<file path="config.mk">
export PLATFORM = sky130hd
export DESIGN_NAME = mcdr_dist
export DESIGN_NICKNAME = d
export VERILOG_FILES = /design/src/mcdr_dist.sv
export SDC_FILE = /design/constraint.sdc
export NUM_CORES = 1
export LEC_CHECK = 0
export BUFFER_PORTS_ARGS = -buffer_cell sky130_fd_sc_hd__buf_2
export CORE_MARGIN = 8
export CORE_UTILIZATION = 40
export DETAILED_ROUTE_END_ITERATION = 12
export SLEW_MARGIN = 40
export SYNTH_ARGS = -nofsm -noshare
export SYNTH_HDL_FRONTEND = slang
export SYNTH_SLANG_ARGS = --single-unit
</file>
<file path="constraint.sdc">
create_clock -name clk -period 11.95 [get_ports clk]
set_input_delay 3.585 -clock clk [delete_from_list [all_inputs] [get_ports clk]]
set_output_delay 3.585 -clock clk [all_outputs]
set_load 0.005 [all_outputs]
</file>
<file path="src/mcdr_dist.sv">
// ----------------------------------------------------------------------------
// mcdr_dist
// Shared distance unit: one squaring multiplier reused over three steps to
// test dx*dx + dy*dy <= r*r.
// ----------------------------------------------------------------------------
module mcdr_dist #(
  parameter int CoordBits = 16
) (
  input  logic                 clk,
  input  logic [1:0]           sel,     // 0: dx, 1: dy, 2: r
  input  logic                 start,
  input  logic [CoordBits-1:0] operand,
  output logic                 hit
);

  localparam int SqBits  = 2 * CoordBits;
  localparam int SumBits = SqBits + 1;

  logic [SqBits-1:0]  sq;
  logic [SumBits-1:0] acc_r;

  assign sq = SqBits'(operand) * SqBits'(operand);

  // accumulate the squared distance, then compare against the squared radius
  always_ff @(posedge clk) begin
    if (start) begin
      unique case (sel)
        2'd0:    acc_r <= SumBits'(sq);
        2'd1:    acc_r <= acc_r + SumBits'(sq);
        default: hit   <= acc_r <= SumBits'(sq);
      endcase
    end
  end

endmodule

</file>
==> impl_metrics.json <==
{
  "antenna_found_initial": 0,
  "worstPathArrival_ns": 11.50,
  "avgSynthCellArea_sq_um": 8.587,
  "synth_seq_cells": 34,
  "holdWs_ns": 0.7140,
  "grt_pass1_wl_mm": 42.75,
  "synth_edf_count": 34,
  "clk_latency_ns": 0.29,
  "synth_cell_types": 67,
  "async_flop_share": 0,
  "syn_nets": 1646,
  "cts_buffer_depth": 2,
  "seq_area_frac_synth": 0.09124,
  "cts-root-buf": "clkbuf_16",
  "drtIter0Drc": 344,
  "chipWidth_um": 183.3,
  "synth_area_leader_cell": "fa_1",
  "tightestPinTransition_ns": 0.5423,
  "hold_viol_final": 0,
  "critPathBufInv": 7,
  "final_nets": 1646,
  "worstRegToRegCells": 10,
  "cp_slowest_cell": "fa_1",
  "pin_count": 21,
  "die-area_sq_um": 33580,
  "drt.antenna.violating_nets": 0,
  "period_share": 0.9596,
  "clkTransAtPathRegs_ns": 0.05,
  "cts.sinks": 34,
  "finalWirelength_mm": 25.30,
  "slowest_delay_ns": 0.55,
  "wl_per_cell_um": 15.05,
  "hold_path_depth": 2,
  "fin_crit_ns": 11.47,
  "path_delay_family": "adder cells",
  "fmax_mhz": 87.20,
  "crit_path_max_fanout": 12,
  "fin_skew_ns": 0.009254,
  "initial_core_util": 0.4050,
  "synthCells": 1303,
  "antennaDiodeCount": 0,
  "yosys_warnings": 0,
  "setup.worst_path.end_class": "register",
  "cp-start-kind": "input pin",
  "worstSetupPathType": "in2reg",
  "track_usage": 0.1551,
  "port_buffers": 20,
  "fp.coreArea_sq_um": 27630,
  "cts_tree": "yes",
  "htreeDepth": 2,
  "overflow": 0,
  "cts_buffers": 5,
  "syn_to_final_growth_pct": 6.541,
  "synthTopCellsByArea": "fa_1 (28%), ha_1 (18%), inv_1 (9.6%)",
  "grt_max_degree": 35,
  "setup_viol": 0,
  "cp.depth": 32,
  "critPathRequiredTime_ns": 11.98,
  "rows": 61,
  "post-cts-setup-buffers": 0,
  "gp_congestion": 0.8397,
  "finalMaxSlewViolations": 0,
  "dp_hpwl_mm": 21.14,
  "vias": 8622,
  "synthTopCellsByCount": "inv_1 (285), ha_1 (164), fa_1 (159), nand2_1 (112), a21oi_1 (62)",
  "outcome": "completed",
  "synth_top_area_frac": 0.2845,
  "drive_above_1_share": 0.05449,
  "synth_ff_type": "edfxtp_1",
  "dr.pass1.iters": 5,
  "drc_errors": 0,
  "synth_area_sq_um": 11190,
  "fillers": 2850,
  "hp-class": "reg2reg",
  "relSlewSlack": 0.6345,
  "post-synth-top-count-cell": "inv_1",
  "grt_pass1_vias": 8780,
  "dieHeight_um": 183.3,
  "viasPerCell": 5.129,
  "maxCapViolations": 0
}
==> area by class of cell <==
| type | count | area (sq um) | share of cell area |
|---|---|---|---|
| Inverter | 285 | 1070 | 0.08974 |
| Multi-Input combinational cell | 940 | 8956 | 0.7513 |
| Clock buffer | 5 | 125.1 | 0.01050 |
| Tap cell | 378 | 473.0 | 0.03967 |
| Timing Repair Buffer | 37 | 242.7 | 0.02036 |
| Sequential cell | 34 | 1021 | 0.08564 |
| Clock inverter | 2 | 33.78 | 0.002834 |
==> timing repair <==
action                                 in CTS  in global routing
hold buffers                                0                  0
setup endpoints to repair                   0                  2
resized for setup                           0                  3
endpoints found under the hold margin       0                  0
==> cells in the final DEF (no fill, tap or decap), drive strengths merged, types with 6 or more instances in the layout <==
cell type	count
a21o	29
a21oi	62
a31oi	8
and2	48
and3	15
buf	37
edfxtp	34
fa	159
ha	164
inv	285
nand2	113
nand2b	13
nand3	20
nand4	7
nor2	56
nor2b	8
nor3	19
nor4	6
o211ai	10
o21a	8
o21ai	51
o21bai	11
or3	7
xnor2	35
xor2	27
==> metal layers <==
metal,part of all wire,track usage,vias to the layer above,wire (um)
li1,-,-,4205,-
met1,0.46,0.1991,4252,11530
met2,0.50,0.2744,135,12530
met3,0.029,0.01781,30,741
met4,0.020,0.03774,0,499
met5,0,0,-,0
==> through the flow <==
| step | instances | TNS (ns) | setup WS [ns] | cell area (sq um) | util |
|---|---|---|---|---|---|
| after detailed placement | 1674 | 0 | 0.01325 | 11740 | 0.4250 |
| final | 1681 | 0 | 0.4823 | 11920 | 0.4315 |
| after global routing | 1681 | -0.02305 | -0.02305 | 11920 | 0.4315 |
| after global placement | 1672 | 0 | 0.2785 | 11710 | 0.4239 |
| after CTS | 1681 | 0 | 0.2914 | 11900 | 0.4308 |
| after floorplan | 1303 | 0 | 0.6551 | 11190 | - |
==> state kept, by name, indices dropped and copies added, names as in the netlist <==
signal  count
acc_r      33
hit         1
==> kinds of logic (layout without fill, tap and decap cells) <==
family,after synthesis,after routing,share of synthesized area
DFF,34,34,0.09124
muxes,6,6,0.005479
AOI/OAI and AO/OA,222,222,0.1315
adders and majority gates,323,323,0.4679
xor gates and xnor gates,62,62,0.04920
and+or+nand+nor,327,327,0.1437
buffers and inverters,329,329,0.1110
==> worst register-to-register path: stages (launching register included) <==
cell and delay (ns):
edfxtp_1 0.40, ha_1 0.42, a21o_1 0.21, a21oi_1 0.24
nand3_1 0.17, nand3_1 0.18, a21oi_1 0.16, o211ai_1 0.26
nand3_1 0.20, a41o_1 0.29, mux2i_1 0.12
==> final timing paths <==
kind	startpoint	end	slack, ns
hold reg to reg	acc_r[32]	acc_r[32]	0.71
hold / removal	acc_r[32]	acc_r[32]	0.71
setup reg to reg	acc_r[4]	acc_r[32]	9.06
setup / recovery	operand[2]	hit	0.48
Power is left out: the tool's default activity adds up to more than one toggle a clock period on the data nets, which glitch-free logic cannot reach.
