### src/mcdr_ram.sv
// ----------------------------------------------------------------------------
// mcdr_ram
// Generic single-port-write, single-port-read RAM with registered read data.
// ----------------------------------------------------------------------------
module mcdr_ram #(
  parameter int Width = 16,
  parameter int Depth = 64
) (
  input  logic                     clk,
  input  logic                     wr_en,
  input  logic [$clog2(Depth)-1:0] wr_addr,
  input  logic [Width-1:0]         wr_data,
  input  logic [$clog2(Depth)-1:0] rd_addr,
  output logic [Width-1:0]         rd_data
);

  logic [Width-1:0] mem [Depth];

  // write port and registered read port
  always_ff @(posedge clk) begin
    if (wr_en) begin
      mem[wr_addr] <= wr_data;
    end
    rd_data <= mem[rd_addr];
  end

endmodule

### config.mk
export PLATFORM = sky130hd
export DESIGN_NAME = mcdr_ram
export DESIGN_NICKNAME = d
export VERILOG_FILES = /design/src/mcdr_ram.sv
export SDC_FILE = /design/constraint.sdc
export NUM_CORES = 1
export LEC_CHECK = 0
export BUFFER_PORTS_ARGS = -buffer_cell sky130_fd_sc_hd__buf_2
export CAP_MARGIN = 5
export CORE_UTILIZATION = 63
export DETAILED_ROUTE_END_ITERATION = 12
export GPL_TIMING_DRIVEN = 0
export PLACE_DENSITY = 0.8
export RECOVER_POWER = 100
export SETUP_SLACK_MARGIN = 0.2
export SLEW_MARGIN = 20
export SYNTH_ARGS = -nofsm -noshare
export SYNTH_HDL_FRONTEND = slang
export SYNTH_SLANG_ARGS = --single-unit
### constraint.sdc
create_clock -name clk -period 3 [get_ports clk]
set_clock_uncertainty 0.15 [all_clocks]
set_input_delay 0.45 -clock clk [delete_from_list [all_inputs] [get_ports clk]]
set_output_delay 0.45 -clock clk [all_outputs]
set_load 0.01 [all_outputs]
==> results.md, run 1 <==
- Pre-CTS WS: -0.300 ns
- Cell variety after synth: 43
- Critical path peak fanout: 10
- All-Layer GR Usage: 31.6%
- Post-synth EDFFs: 1024
- Routed wire length: 98700 um
- Mean post-synth cell area: 21.9 sq um
- Initial antenna violation count: 7
- Leading cell types by count after synthesis: edfxtp_1, mux4_2, mux2i_1
- CTS resizes: 0
- RR Endpoint: rd_data[3]$_DFF_P_
- Initial DRT Pass Iterations: 10
- Final Critical Period: 2.92 ns
- Worst reg2reg path startpoint: mem[23][3]$_DFFE_PP_
- FF-to-FF path depth: 5
- Pwr Density: 666 mW/mm^2
- Data required time at the worst endpoint: 3.30 ns
- Die footprint: 0.0646 sq mm
- CTS tree: built
- WS Path Type: in -> reg
- # DRC: 2
- Violated checks: DRC, capacitance limit, slew limit
- Top_reg_cell synth: edfxtp_1
- Post-DR vias/cell: 6.85
- Slew headroom: -95.0%
- Final setup fails: 0
- Unrepaired setup endpoints after global routing: false
- Final core utilization: 70.8%
- Seq/Total Area, Yosys: 77.6%
- Number of synthesized register bits: 1040
- Die W: 254 um
- Routed length per instance: 33.4 um
- WP data arrival: 3.22 ns
- Non-Filler Instances: 2951
- Slew Viols, Final: 638
- Layout cells sized above 1: 23.8%
- Worst reg-to-reg setup slack: 0.37 ns
- CTS hold repair buffers: 0
- Top Ports: 46
- Starting density of the core: 63.6%
- Hold path start: wr_addr[0]
- Synth warn: 0
- Worst Tran Pin Value: 2.92 ns
- DRT iter0 DRCs: 2689
- Worst setup SP type: input port
- CTS max path bufs: 3
- Share of the synthesized area in the top cell type: 76.8%
- Area growth syn-to-layout: 11.4%
- Mapped Nets: 1859
- Final WS setup: 0.0848 ns
- CTS root buffer: clkbuf_16
- Die Y: 254 um
- Worst hold margin: 0.291 ns
- Peak supply drop: 0.687 mV
- First-pass GRT wire length: 140000 um
- Vias: 20200
- Hold Path Sink: mem[53][8]$_DFFE_PP_
- Hold Path Stages: 3
- CTS buffer count: 98
- Vias in the first global route: 20400
- Ys async rst share: 0%
- Largest net degree at the start of global routing: 65
- Leak pwr: 0.0141 uW
- Count leader, synth: edfxtp_1
- Cells after Synth: 1829
- Rows: 92
- Max Freq: 0.343 GHz
- Fin nets: 2053
- Hold Path Class: in -> reg
- Final GP Congestion: 0.936
- Core area: 0.0630 sq mm
- Mapped Area: 0.0400 sq mm
- Worst-Skew Late Latency: 0.67 ns
- Post-DP HPWL: 62500 um
- Max-cap violations: 19
- Htree depth: 3
- DRT antenna net count: 0
- Placed insts: 2769
- Power, Total: 29700 uW
- Clk slew on worst S/H paths: 0.06 ns
- Crit. End Element: register
- Sink Count: 1040
- GR Overflow Total: 0
- Synth top area cells: edfxtp_1, mux4_2, mux2i_1
- Fin. Hold Viols: 0
- Number of setup buffers added after CTS: 0
- Status: complete, but fails checks
- Yosys top cell by area: edfxtp_1
- Final period utilization: 97.2%
- Buffers on Ports: 38
metal layers:
| metal | share of wire (%) | vias up | global-route usage, % |
|---|---|---|---|
| li1 | - | 8070 | - |
| met1 | 35 | 10400 | 42.7 |
| met2 | 48 | 1441 | 50.4 |
| met3 | 11 | 282 | 7.09 |
| met4 | 5.1 | 14 | 14.0 |
| met5 | 0.098 | - | 0 |
worst max path at each step:
stage / end / from / slack, ns / depth (start not counted)
finish: rd_data[6]$_DFF_P_ / rd_addr[1] / 0.08 / 9
global route: mem[37][12]$_DFFE_PP_ / wr_addr[2] / 0.11 / 5
CTS: rd_data[11]$_DFF_P_ / rd_addr[2] / 0.36 / 8
detailed placement: rd_data[15]$_DFF_P_ / rd_addr[2] / -0.30 / 7
global placement: mem[49][0]$_DFFE_PP_ / wr_addr[4] / -0.77 / 3
floorplan: mem[48][0]$_DFFE_PP_ / wr_addr[3] / 0.37 / 4
worst max-delay path, cell delays in order:
cell	delay [ns]
buf_2	0.21
buf_2	0.33
clkbuf_2	0.53
buf_2	0.42
mux4_2	0.28
nand2_1	0.06
nand3_1	0.10
a21oi_1	0.08
nor4_1	0.73
state kept, by name, summed over array words and instances (netlist names):
| name | cells |
|---|---|
| mem | 1024 |
| rd_data | 16 |
cells by family (layout without fill, tap and decap cells):
group	count (synthesis)	count (layout)	share of synthesized area [%]
flops	1040	1040	77.6
mux	336	336	15.5
simple gates	220	220	2.65
compound gates	129	129	2.41
buf+inv	104	378	1.83
other cells	0	2	0
stage by stage:
step | cell area, sq um | TNS, ns
after floorplan | 40000 | 0
after global placement | 41300 | -242.21
after detailed placement | 42200 | -17.87
after CTS | 45300 | 0
after global routing | 44600 | 0
final | 44600 | 0
placed cells by master, fill, tap and decap left out, types with 17 or more instances in the layout:
cell type,count
nand3_1,24
nor2b_1,30
nand2_1,59
nor2_1,70
clkinv_2,21
buf_6,17
a22oi_1,39
mux2_2,27
mux4_2,220
clkbuf_2,25
clkbuf_16,99
buf_2,36
clkbuf_1,114
edfxtp_1,1024
a21oi_1,17
mux2i_1,85
cell type report:
cell class	instances	area, sq um
buffer	104	733
antenna	2	5.00
clock buffer	124	2610
timing repair buffer	94	402
tap	846	1060
sequential	1040	31100
fill	3638	18400
multi-input combinational	685	8230
clock inverter	56	479
report_power, final:
group	internal (uW)	leakage [uW]	total (uW)	switching, uW
Sequential	16100	0.00935	16100	34.7
Clock	6700	0.00151	12000	5260
Combinational	538	0.00322	1580	1050
Total	23300	0.0141	29700	6340
Power figures use the tool's default switching activity.
==> run 2: changes to the inputs <==
--- a/config.mk
+++ b/config.mk
@@ -7,6 +7,7 @@
 export LEC_CHECK = 0
 export BUFFER_PORTS_ARGS = -buffer_cell sky130_fd_sc_hd__buf_2
 export CAP_MARGIN = 5
+export CORE_ASPECT_RATIO = 0.75
 export CORE_UTILIZATION = 63
 export DETAILED_ROUTE_END_ITERATION = 12
 export GPL_TIMING_DRIVEN = 0
==> run 2 against run 1 <==
Net effect:
- sequential cell count stayed put
- the run ends with capacitance limit, slew limit left
- clock power hardly changed
- wire length is 4.1% higher
==> results.md, run 2 (synthesis gave the netlist of run 1 again) <==
- Status: complete, but fails checks
- Violated checks: capacitance limit, slew limit
- Hold Path Class: in -> reg
- Fin. Hold Viols: 0
- Buffers on Ports: 38
- Final GP Congestion: 0.919
- Slew headroom: -15.7%
- Placed insts: 2775
- Core area: 0.0625 sq mm
- Die Y: 220 um
- CTS max path bufs: 3
- Vias in the first global route: 20300
- CTS root buffer: clkbuf_16
- Sink Count: 1040
- Post-DR vias/cell: 6.98
- Final core utilization: 71.5%
- Biggest register: mem
- Final WS setup: 0.0744 ns
- First-pass GRT wire length: 145000 um
- Htree depth: 3
- Flip-flop and latch area: 0.0311 sq mm
- CTS buffer count: 92
- Slew Viols, Final: 790
- Pwr Density: 663 mW/mm^2
- Fin nets: 2049
- Max-cap violations: 14
- Most frequent cells in the layout: edfxtp_1, mux4_2, clkbuf_16, clkbuf_1, mux2i_1
- Clk slew on worst S/H paths: 0.07 ns
- GR Overflow Total: 0
- Post-DP HPWL: 64700 um
- Area growth syn-to-layout: 11.6%
- Vias: 20600
- Largest net degree at the start of global routing: 65
- Worst Tran Pin Value: 1.74 ns
- Final setup fails: 0
- Die footprint: 0.0646 sq mm
- Initial DRT Pass Iterations: 5
- Max Freq: 0.342 GHz
- CTS hold repair buffers: 0
- Initial antenna violation count: 5
- Routed length per instance: 34.9 um
- WP data arrival: 3.13 ns
- Multi-input combinational cell area: 0.00826 sq mm
- CTS tree: built
- Data required time at the worst endpoint: 3.20 ns
- Critical path peak fanout: 9
- Rows: 79
- Largest registers: mem (1024), rd_data (16)
- Crit. End Element: register
- Unrepaired setup endpoints after global routing: false
- Non-Filler Instances: 2947
- Worst setup SP type: input port
- Final Critical Period: 2.93 ns
- Worst hold margin: 0.373 ns
- Top Ports: 46
- Fillcell total: 3596
- Starting density of the core: 64.1%
- Layout cells sized above 1: 24.5%
- Die W: 293 um
- DRT antenna net count: 0
- Most common cell after layout, fill and taps aside: edfxtp_1
- Routed wire length: 103000 um
- Worst-Skew Late Latency: 0.66 ns
- # DRC: 0
- WS Path Type: in -> reg
- DRT iter0 DRCs: 3385
- Final period utilization: 97.5%
- All-Layer GR Usage: 32.7%
- Pre-CTS WS: -0.357 ns
- Max FFs per register: 1024
- Peak supply drop: 0.481 mV
- Leak pwr: 0.0142 uW
==> run 2: cell count changes in the layout (fill, tap and decap cells not counted), sizes merged <==
| cell | before | now |
|---|---|---|
| inv | 6 | 3 |
| dlymetal6s2s | 1 | 3 |
| buf | 78 | 89 |
| dlymetal6s4s | 0 | 1 |
| clkinv | 38 | 32 |
| bufinv | 6 | 7 |
| clkinvlp | 6 | 4 |
| clkbuf | 243 | 231 |
==> run 2: worst max-delay path, stage by stage <==
cell,delay [ns]
clkbuf_1,0.28
nor2b_1,0.36
nand3_1,0.66
nor2_1,1.11
buf_6,0.26
==> run 2: final cells by class <==
type	instances	area share, %
clock inverter	46	0.938
clock buffer	124	5.80
tap	850	2.38
antenna	2	0.0112
multi-input combinational	685	18.5
timing repair buffer	96	1.23
buffer	104	1.64
sequential	1040	69.5
==> run 2: worst paths after layout <==
check	from	end	slack (ns)	depth (start not counted)
max	wr_en	mem[22][6]$_DFFE_PP_	0.07	5
min reg2reg	mem[37][9]$_DFFE_PP_	rd_data[9]$_DFF_P_	0.79	3
max reg2reg	mem[23][15]$_DFFE_PP_	rd_data[15]$_DFF_P_	0.37	5
min	wr_addr[2]	mem[52][10]$_DFFE_PP_	0.37	3
==> run 2: stage by stage <==
step	instance area, sq um	setup TNS [ns]	total power, uW
after CTS	45300	0	29700
after global routing	44700	0	30300
after detailed placement	42200	-22.55	18000
after global placement	41300	-311.75	18000
after floorplan	40000	0	17300
final	44700	0	29600
==> run 2: layer usage <==
| layer | vias to the layer above | part of all wire [%] | global-route usage, % |
|---|---|---|---|
| met4 | 8 | 3.2 | 9.79 |
| li1 | 8058 | - | - |
| met3 | 250 | 16 | 12.0 |
| met2 | 1690 | 45 | 48.5 |
| met1 | 10600 | 36 | 46.2 |
| met5 | - | 0.046 | 0 |
==> run 2: report_power, final <==
part	total [uW]	internal, uW	switching (uW)
Sequential	16100	16100	34.5
Combinational	1660	544	1110
Clock	11900	6680	5180
Total	29600	23300	6330
==> run 2: timing repair <==
item	in CTS	in global routing
gates resized for setup	0	4
setup endpoints to repair	0	12
buffers inserted	0	0
